**config.mk**
```make
export PLATFORM = sky130hd
export DESIGN_NAME = csv_record_parser
export DESIGN_NICKNAME = d
export VERILOG_FILES = /design/src/hw/rtl/csvrp_pkg.sv /design/src/hw/rtl/csvrp_step.sv /design/src/hw/rtl/csv_record_parser.sv
export SDC_FILE = /design/constraint.sdc
export NUM_CORES = 1
export LEC_CHECK = 0
export BUFFER_PORTS_ARGS = -buffer_cell sky130_fd_sc_hd__buf_2
export CAP_MARGIN = 30
export CORE_ASPECT_RATIO = 1.25
export CORE_MARGIN = 4
export CORE_UTILIZATION = 33
export DETAILED_ROUTE_END_ITERATION = 10
export HOLD_SLACK_MARGIN = 0.06
export PLACE_DENSITY = 0.56
export SLEW_MARGIN = 30
export SYNTH_ARGS = -nofsm -noshare
export SYNTH_HDL_FRONTEND = slang
export SYNTH_SLANG_ARGS = --single-unit
```
**constraint.sdc**
```tcl
create_clock -name clk -period 3.8 [get_ports clk]
set_clock_uncertainty 0.2 [all_clocks]
set_input_delay 0.57 -clock clk [delete_from_list [all_inputs] [get_ports clk]]
set_output_delay 0.57 -clock clk [all_outputs]
set_load 0.05 [all_outputs]
```
**src/hw/rtl/csvrp_pkg.sv**
```systemverilog
// Types and constants shared by the CSV record parser modules.
package csvrp_pkg;

  localparam int unsigned MAX_FIELDS = 256;

  // Highest field index that can be reported; the index saturates here.
  localparam logic [7:0] INDEX_CAP =
    ((MAX_FIELDS - 1) < 255) ? 8'(MAX_FIELDS - 1) : 8'd255;

  localparam logic [7:0] CH_QUOTE = 8'h22;
  localparam logic [7:0] CH_LF    = 8'h0A;
  localparam logic [7:0] CH_CR    = 8'h0D;
  localparam logic [7:0] CH_NUL   = 8'h00;
  localparam logic [7:0] DELIM_RESET = 8'd44;

  typedef enum logic [2:0] {
    PH_START,
    PH_UNQ,
    PH_QUO,
    PH_QPEND,
    PH_DONE
  } phase_t;

  typedef struct packed {
    logic [7:0] in_byte;
    logic       end_of_line;
  } in_word_t;

  typedef struct packed {
    logic [7:0] out_byte;
    logic       byte_valid;
    logic       field_end;
    logic       record_end;
    logic [7:0] field_index;
    logic       field_overflow;
  } out_word_t;

  typedef struct packed {
    phase_t     phase;
    logic [7:0] field_counter;
    logic       overflow;
  } parse_state_t;

  localparam parse_state_t PARSE_STATE_RESET = '{
    phase:         PH_START,
    field_counter: 8'd0,
    overflow:      1'b0
  };

endpackage

```
**src/hw/rtl/csvrp_step.sv**
```systemverilog
// Next-state and result logic of the CSV record parser for one word.
module csvrp_step (
  input  csvrp_pkg::parse_state_t state,
  input  logic [7:0]              delimiter,
  input  csvrp_pkg::in_word_t     word,
  output csvrp_pkg::parse_state_t state_next,
  output logic                    emit,
  output csvrp_pkg::out_word_t    result
);
  import csvrp_pkg::*;

  logic [7:0] b;
  logic       is_delim;
  logic       is_term;
  logic       open_next;
  logic       start_field;

  assign b        = word.in_byte;
  assign is_delim = (b == delimiter);
  // A zero byte ends the line; CR and LF end it unless they are the delimiter.
  assign is_term  = (b == CH_NUL) || (!is_delim && ((b == CH_CR) || (b == CH_LF)));

  always_comb begin
    state_next            = state;
    emit                  = 1'b0;
    start_field           = 1'b0;
    open_next             = 1'b0;
    result.out_byte       = 8'd0;
    result.byte_valid     = 1'b0;
    result.field_end      = 1'b0;
    result.record_end     = 1'b0;
    result.field_index    = state.field_counter;
    result.field_overflow = state.overflow;

    if (word.end_of_line) begin
      emit              = (state.phase != PH_DONE);
      result.field_end  = 1'b1;
      result.record_end = 1'b1;
      state_next        = PARSE_STATE_RESET;
    end else begin
      case (state.phase)
        PH_START, PH_UNQ: begin
          if ((state.phase == PH_START) && (b == CH_QUOTE)) begin
            state_next.phase = PH_QUO;
          end else if (is_term) begin
            emit              = 1'b1;
            result.field_end  = 1'b1;
            result.record_end = 1'b1;
            state_next.phase  = PH_DONE;
          end else if (is_delim) begin
            emit             = 1'b1;
            result.field_end = 1'b1;
            start_field      = 1'b1;
          end else begin
            emit              = 1'b1;
            result.out_byte   = b;
            result.byte_valid = 1'b1;
            state_next.phase  = PH_UNQ;
          end
        end
        PH_QUO: begin
          if (b == CH_NUL) begin
            emit              = 1'b1;
            result.field_end  = 1'b1;
            result.record_end = 1'b1;
            state_next.phase  = PH_DONE;
          end else if (b == CH_QUOTE) begin
            state_next.phase = PH_QPEND;
          end else begin
            emit              = 1'b1;
            result.out_byte   = b;
            result.byte_valid = 1'b1;
          end
        end
        PH_QPEND: begin
          emit = 1'b1;
          if (b == CH_QUOTE) begin
            result.out_byte   = CH_QUOTE;
            result.byte_valid = 1'b1;
            state_next.phase  = PH_QUO;
          end else if ((b != CH_NUL) && is_delim) begin
            result.field_end = 1'b1;
            start_field      = 1'b1;
          end else begin
            result.field_end  = 1'b1;
            result.record_end = 1'b1;
            state_next.phase  = PH_DONE;
          end
        end
        PH_DONE: begin
          state_next.phase = PH_DONE;
        end
        default: begin
          state_next.phase = PH_DONE;
        end
      endcase

      open_next = start_field;
      if (open_next) begin
        state_next.phase = PH_START;
        if (state.field_counter >= INDEX_CAP) begin
          state_next.field_counter = INDEX_CAP;
          state_next.overflow      = 1'b1;
        end else begin
          state_next.field_counter = state.field_counter + 8'd1;
        end
      end
    end
  end

endmodule

```
**src/hw/rtl/csv_record_parser.sv**
```systemverilog
// Top level of the CSV record parser: handshakes, delimiter register and result register.
// The parser takes a line of text one byte word at a time, closed by an end-of-line
// word, and splits it into fields at the delimiter byte held in the configuration
// register (comma after reset). Each accepted word yields at most one result word: a
// content byte of the current field, a field-end mark, or a field-end mark together
// with a record-end mark. Opening quotes, the first quote of a doubled pair, a closing
// quote still waiting for its next byte, and bytes after the record has ended yield no
// result word. The design takes one input word per clock cycle sustained while results
// are taken: the parse state is updated in the cycle a word is accepted, and the result
// goes into a single output register, so a word can be accepted in the same cycle that
// the previous result is taken. A result is visible in the cycle after its word is
// accepted. The delimiter register should only be written while no word is in flight.
module csv_record_parser (
  input  logic                 clk,
  input  logic                 rst,
  input  logic                 cfg_wr_en,
  input  logic [7:0]           cfg_wr_data,
  input  logic                 in_valid,
  output logic                 in_ready,
  input  csvrp_pkg::in_word_t  in_data,
  output logic                 out_valid,
  input  logic                 out_ready,
  output csvrp_pkg::out_word_t out_data
);
  import csvrp_pkg::*;

  logic         [7:0] delimiter;
  parse_state_t       state;
  parse_state_t       state_next;
  logic               emit;
  out_word_t          result;
  logic               in_accept;

  // The output register may be reloaded whenever it is empty or being emptied.
  assign in_ready  = !out_valid || out_ready;
  assign in_accept = in_valid && in_ready;

  csvrp_step u_step (
    .state      (state),
    .delimiter  (delimiter),
    .word       (in_data),
    .state_next (state_next),
    .emit       (emit),
    .result     (result)
  );

  always_ff @(posedge clk) begin
    if (rst) begin
      delimiter <= DELIM_RESET;
      state     <= PARSE_STATE_RESET;
      out_valid <= 1'b0;
    end else begin
      if (cfg_wr_en) begin
        delimiter <= cfg_wr_data;
      end
      if (in_accept) begin
        state <= state_next;
      end
      // A word that yields no result leaves the output register empty.
      if (in_ready) begin
        out_valid <= in_accept && emit;
      end
    end
  end

  always_ff @(posedge clk) begin
    if (in_accept && emit) begin
      out_data <= result;
    end
  end

endmodule

```
==> qor.csv, run 1 <==
metric,value,unit
worstHoldEndpoint,out_data[0],
synth-seq-area-share,46.23,%
peakVddDrop,181.9,uV
path_class,in2reg,
start_util,33.85,%
drtIter0Drc,114,
synth-seq-cells,41,
ant_nets,0,
synth_edf_count,20,
max-slew-margin-rel,43.17,%
drcViolationCount,0,
r2r_cells,4,
grt_max_degree,15,
post_cts_buffers,0,
slew_violations,0,
crit_family,simple AND/OR/NAND/NOR gates,
critPathArrivalTime,2.40,ns
hpwl,3.885,mm
ys_warn_count,0,
synth_cells,219,
fin_nets,284,
synth_ff_type,dfxtp_1,
cts_buffers,5,
antenna_found_initial,0,
cts_sinks,41,
ioPinCount,44,
synth_area,2208,sq um
path_buf_inv,1,
routabilityCongestion,0.8368,
r2r-start,state[11],
cp_cell_sequence,"buf_2, xor2_1, nor4_4, nand3b_1, or4_1, o211a_1",
root_buffer,clkbuf_8,
startpoint,in_data[2],
setup.worst_path.start_class,input port,
min_period_over_period,62.90,%
worstPathMaxFanout,11,
cts_buffer_depth,2,
outcome,"finished, final reports clean",
synth_fp_nets,242,
tightest_slew,0.8524,ns
rows,33,
cp_slowest_stage_delay,0.61,ns
wl,5.084,mm
max_cap_viol_count,0,
fin_setup_tns,0,ns
drive_gt1_share,26.34,%
ff2ff_setup_slack,1.48,ns
multi_input_area,1119,sq um
cts_tree,built,
crit_required,3.81,ns
hold_buffers,0,
synthArstFlopShare,0,%
grt_overflow,0,
clk_latency,0.31,ns
r2r_end,out_data[3],
hold_class,reg2reg,
syn2layout_area_growth,18.75,%
grt_pass1_wl,8.694,mm
htree_num_levels,2,
wl_per_cell,14.57,um
crit_slowest_cell,or4_1,
power_density,387.7,nW/um^2
avgSynthCellArea,10.08,sq um
grt_usage,13.83,%
core_area,6524,sq um
die-height,99.46,um
vias,1813,
rsz0062_at_grt,no,
fin_hold_ws,0.2435,ns
clk_transition_reported_paths,0.09,ns
die_w,81.17,um
setup_viol,0,
firstDrtPassIters,4,
port_buffers,43,
fin_crit,2.390,ns
timing_hold_violations_final,0,
seqCellArea,1021,sq um
dieArea,8073,sq um
vias_per_cell,5.195,
fillers,687,
fmax,418.3,MHz
p_leak,1.076,nW
hp-start,state[0],
diodes,0,
end_kind,flip-flop,
ys_types,61,
post_cts_resized,0,
hold_depth,0,
first_global_vias,1782,
registers in the layout (all words and copies together), names as in the netlist:
signal and count:
out_valid 1, delimiter 8, state 12, out_data 20
cell usage in the layout (no fill, tap or decap), types with 2 or more instances in the layout:
cell | netlist | final
nand4_1 | 5 | 5
o21a_1 | 2 | 2
xor2_1 | 8 | 8
and2_1 | 3 | 3
mux2i_1 | 8 | 8
a31oi_1 | 2 | 2
buf_2 | 2 | 43
and3_1 | 5 | 5
nand2_1 | 21 | 21
o31ai_1 | 2 | 2
o21ai_0 | 7 | 7
nor2_1 | 18 | 18
buf_4 | 1 | 2
nand3_1 | 7 | 7
dfxtp_1 | 21 | 21
or2_2 | 2 | 2
a21oi_1 | 4 | 4
nor2b_1 | 4 | 4
inv_1 | 8 | 8
nor4_4 | 3 | 3
a21o_1 | 2 | 2
o22a_1 | 2 | 2
and3b_1 | 2 | 2
o211ai_1 | 5 | 5
clkbuf_8 | 0 | 5
nor3_1 | 8 | 8
a21boi_1 | 2 | 2
nand2b_1 | 2 | 2
nor4_1 | 5 | 5
edfxtp_1 | 20 | 20
o22ai_1 | 2 | 2
how the worst max path moves through the flow:
stage / endpoint / slack [ns] / depth (start not counted)
global placement: state[5] / 1.09 / 6
finish: state[5] / 1.41 / 6
global route: state[11] / 1.20 / 6
CTS: out_data[3] / 1.40 / 6
detailed placement: state[5] / 1.08 / 6
floorplan: out_data[0] / 0.30 / 4
metrics by stage:
step                      utilization [%]  worst slack (ns)  area [sq um]  power [mW]  cells
after floorplan                         -            0.3037          2208      0.6207    219
after global placement              38.45             1.089          2509      0.6633    341
after detailed placement            38.45             1.079          2509      0.6647    341
after CTS                           40.20             1.396          2623       1.028    349
after global routing                40.20             1.196          2623       1.056    349
final                               40.20             1.410          2623       1.017    349
Yosys cell counts, drive strengths merged, types with 4 or more instances:
master	n	share of area, %
a21oi	4	0.91
nor3	9	2.3
o21ai	8	1.8
mux2i	8	3.6
nor2b	4	1.1
nand3	7	1.6
nand2	21	3.6
o211ai	5	1.7
nand4	5	1.4
dfxtp	21	19
nor2	18	3.1
inv	8	1.4
edfxtp	20	27
clkbuf	7	1.2
and3	5	1.4
nor4	9	4.9
xor2	8	3.2
report_power, final:
group	internal, mW	switching, mW
sequential	0.484	0.00860
clock	0.197	0.167
combinational	0.0451	0.115
worst reg2reg max path: cells and delay by family, from the launching register on:
family / cells / cell delay (ns)
AOI/OAI and AO/OA: 2 / 0.84
buffers and inverters: 2 / 0.53
DFF: 1 / 0.44
per-layer routing:
layer	wire length (um)	global-route usage [%]	share of wire [%]
met5	0	0	0
met4	102	6.372	2.0
met3	241	2.627	4.7
met2	2446	22.07	48
met1	2294	17.90	45
cell families (layout without fill, tap and decap cells):
family          after synthesis  after routing  synth area share [%]
simple gates                 96             96                 25.78
buf+inv                      18             61                 3.399
mux                           9              9                 4.136
flops                        41             41                 46.23
compound gates               46             46                 16.71
xor+xnor                      8              8                 3.173
fa+ha+maj                     1              1                0.5665
area by class of cell:
cell class | instances | share of cell area, %
clock buffers | 5 | 2.624
multi-input cells | 160 | 42.65
inverters | 8 | 1.145
flip-flops and latches | 41 | 38.93
clock inverters | 3 | 1.718
repair buffers | 45 | 8.779
well taps | 87 | 4.151
Power figures use the tool's default switching activity.
==> inputs of run 2 (changes only) <==
--- a/config.mk
+++ b/config.mk
@@ -5,6 +5,7 @@
 export SDC_FILE = /design/constraint.sdc
 export NUM_CORES = 1
 export LEC_CHECK = 0
+export ABC_AREA = 1
 export BUFFER_PORTS_ARGS = -buffer_cell sky130_fd_sc_hd__buf_2
 export CAP_MARGIN = 30
 export CORE_ASPECT_RATIO = 1.25
@@ -12,7 +13,7 @@
 export CORE_UTILIZATION = 33
 export DETAILED_ROUTE_END_ITERATION = 10
 export HOLD_SLACK_MARGIN = 0.06
-export PLACE_DENSITY = 0.56
+export PLACE_DENSITY = 0.59
 export SLEW_MARGIN = 30
 export SYNTH_ARGS = -nofsm -noshare
 export SYNTH_HDL_FRONTEND = slang
==> constraint.sdc (replaced) <==
create_clock -name clk -period 1.9 [get_ports clk]
set_clock_uncertainty 0.2 [all_clocks]
set_input_delay 0.285 -clock clk [delete_from_list [all_inputs] [get_ports clk]]
set_output_delay 0.285 -clock clk [all_outputs]
set_load 0.05 [all_outputs]
==> run 2 against run 1 <==
Net effect:
- first-iteration DRC count shrank 35%
- power grew 120%
- sequential power grew 110%
- die area shrank 3.8%
- non-clock buffer count grew 18
==> qor.csv, run 2 <==
metric,value,unit
outcome,"finished, final reports clean",
root_buffer,clkbuf_8,
avgSynthCellArea,7.836,sq um
synth_ff_type,dfxtp_1,
synth_fp_nets,293,
r2r_cells,11,
fin_crit,1.847,ns
tightest_slew,0.4743,ns
synthArstFlopShare,0,%
synth-seq-area-share,48.26,%
ff2ff_setup_slack,0.05,ns
power_density,823.1,nW/um^2
peakVddDrop,281.7,uV
yosys-top-cells-area,"edfxtp_1, dfxtp_1, nand2_1",
final_area,2754,sq um
dp.cells,410,
ant_nets,0,
synth_area,2116,sq um
drive_gt1_share,37.28,%
clk_transition_reported_paths,0.09,ns
die_w,79.62,um
p_leak,1.242,nW
path_class,reg2reg,
instances_no_fill,423,
cts_buffers,5,
vias_per_cell,4.470,
place_area,2561,sq um
worstPathMaxFanout,6,
drcViolationCount,0,
setup_viol,0,
cts_buffer_depth,2,
dieArea,7765,sq um
diodes,0,
rows,32,
fin_nets,360,
layout_setup_ws,0.05343,ns
layout_commonest_cell,nand2_1,
r2r_end,state[8],
port_buffers,43,
ys_types,29,
startpoint,delimiter[5],
firstDrtPassIters,4,
core_area,6206,sq um
reg_top3,"out_data x20, state x12, delimiter x8",
grt_usage,13.33,%
timing_hold_violations_final,0,
place_ws,-0.1094,ns
rsz0062_at_grt,yes,
fin_setup_tns,0,ns
synth_cells,270,
hold_depth,3,
fin_hold_ws,0.06998,ns
critPathArrivalTime,1.88,ns
synth_edf_count,20,
ys_warn_count,0,
wl,4.819,mm
grt_overflow,0,
drtIter0Drc,74,
cts_sinks,41,
ioPinCount,44,
synth_most_common_cell,nand2_1,
yosysTopAreaCell,edfxtp_1,
grt_pass1_wl,8.155,mm
htree_num_levels,2,
fmax,541.5,MHz
layout_common_cells,"nand2_1, buf_2, inv_1",
min_period_over_period,97.19,%
synth_top_cell_area_share,28.39,%
synth_common_cells,"nand2_1, inv_1, nor2_1",
max-slew-margin-rel,68.34,%
regMostFlops,out_data,
hold_class,in2reg,
fillers,632,
clk_latency,0.30,ns
antenna_found_initial,0,
setup.worst_path.start_class,flip-flop,
slew_violations,0,
end_kind,flip-flop,
max_cap_viol_count,0,
routabilityCongestion,0.8711,
hpwl,3.777,mm
start_util,34.09,%
syn2layout_area_growth,30.16,%
crit_required,1.93,ns
total_power,2.267,mW
die-height,97.53,um
grt_max_degree,14,
critPathCapture,state[8],
synth-seq-cells,41,
cts_tree,built,
vias,1891,
final_core_util,44.38,%
r2r-start,delimiter[5],
wl_per_cell,11.39,um
first_global_vias,1842,
largest_reg_flops,20,
-- run 2: layer usage --
layer | global-route usage, % | up-vias | part of all wire, %
li1 | - | 994 | -
met1 | 14.56 | 838 | 40
met2 | 23.67 | 49 | 52
met3 | 3.618 | 10 | 5.8
met4 | 5.556 | 0 | 2.2
met5 | 0 | - | 0
-- run 2: critical path, stage by stage, from the launching register on --
cell	delay (ns)
dfxtp_2	0.34
inv_1	0.05
nand2_1	0.05
nand2_1	0.06
nor2_2	0.12
nand2_2	0.07
nor2_4	0.13
buf_6	0.12
nand3_4	0.10
nor3_4	0.29
nand2_2	0.11
o21ai_2	0.14
-- run 2: repair_timing --
item                       4_1_cts  5_1_grt
hold endpoints to repair         3        0
setup endpoints to repair        0       42
hold buffers                     3        0
resized for setup                0       24
buffers inserted                 0        2
-- run 2: where the power goes --
part	internal [mW]	switching [mW]	total, mW
sequential	1.01	0.0255	1.03
combinational	0.159	0.387	0.546
clock	0.390	0.300	0.690
total	1.55	0.713	2.27
-- run 2: final cells by class --
class	count	area, sq um	share of cell area, %
tap	85	106.4	3.862
timing repair buffer	63	389.1	14.13
multi-input combinational	180	942.2	34.21
clock buffer	6	72.57	2.635
sequential	41	1032	37.48
inverter	46	176.4	6.406
clock inverter	2	35.03	1.272
-- run 2: how the worst min path moves through the flow --
stage	start	to	slack, ns
2_1_floorplan	cfg_wr_en	delimiter[2]	0.20
3_3_place_gp	state[0]	out_data[0]	0.22
3_5_place_dp	state[0]	out_data[0]	0.22
4_1_cts	cfg_wr_en	delimiter[5]	0.07
5_1_grt	cfg_wr_en	delimiter[2]	0.06
6_report	cfg_wr_data[7]	delimiter[7]	0.07
-- run 2: cell families after synthesis --
kind of cell               Yosys count  share of synthesized area (%)
AOI/OAI and AO/OA                   44                          11.12
and+or+nand+nor                    134                          30.81
DFF                                 41                          48.26
xor gates and xnor gates             1                         0.4140
buffers and inverters               49                          8.811
adders and majority gates            1                         0.5913
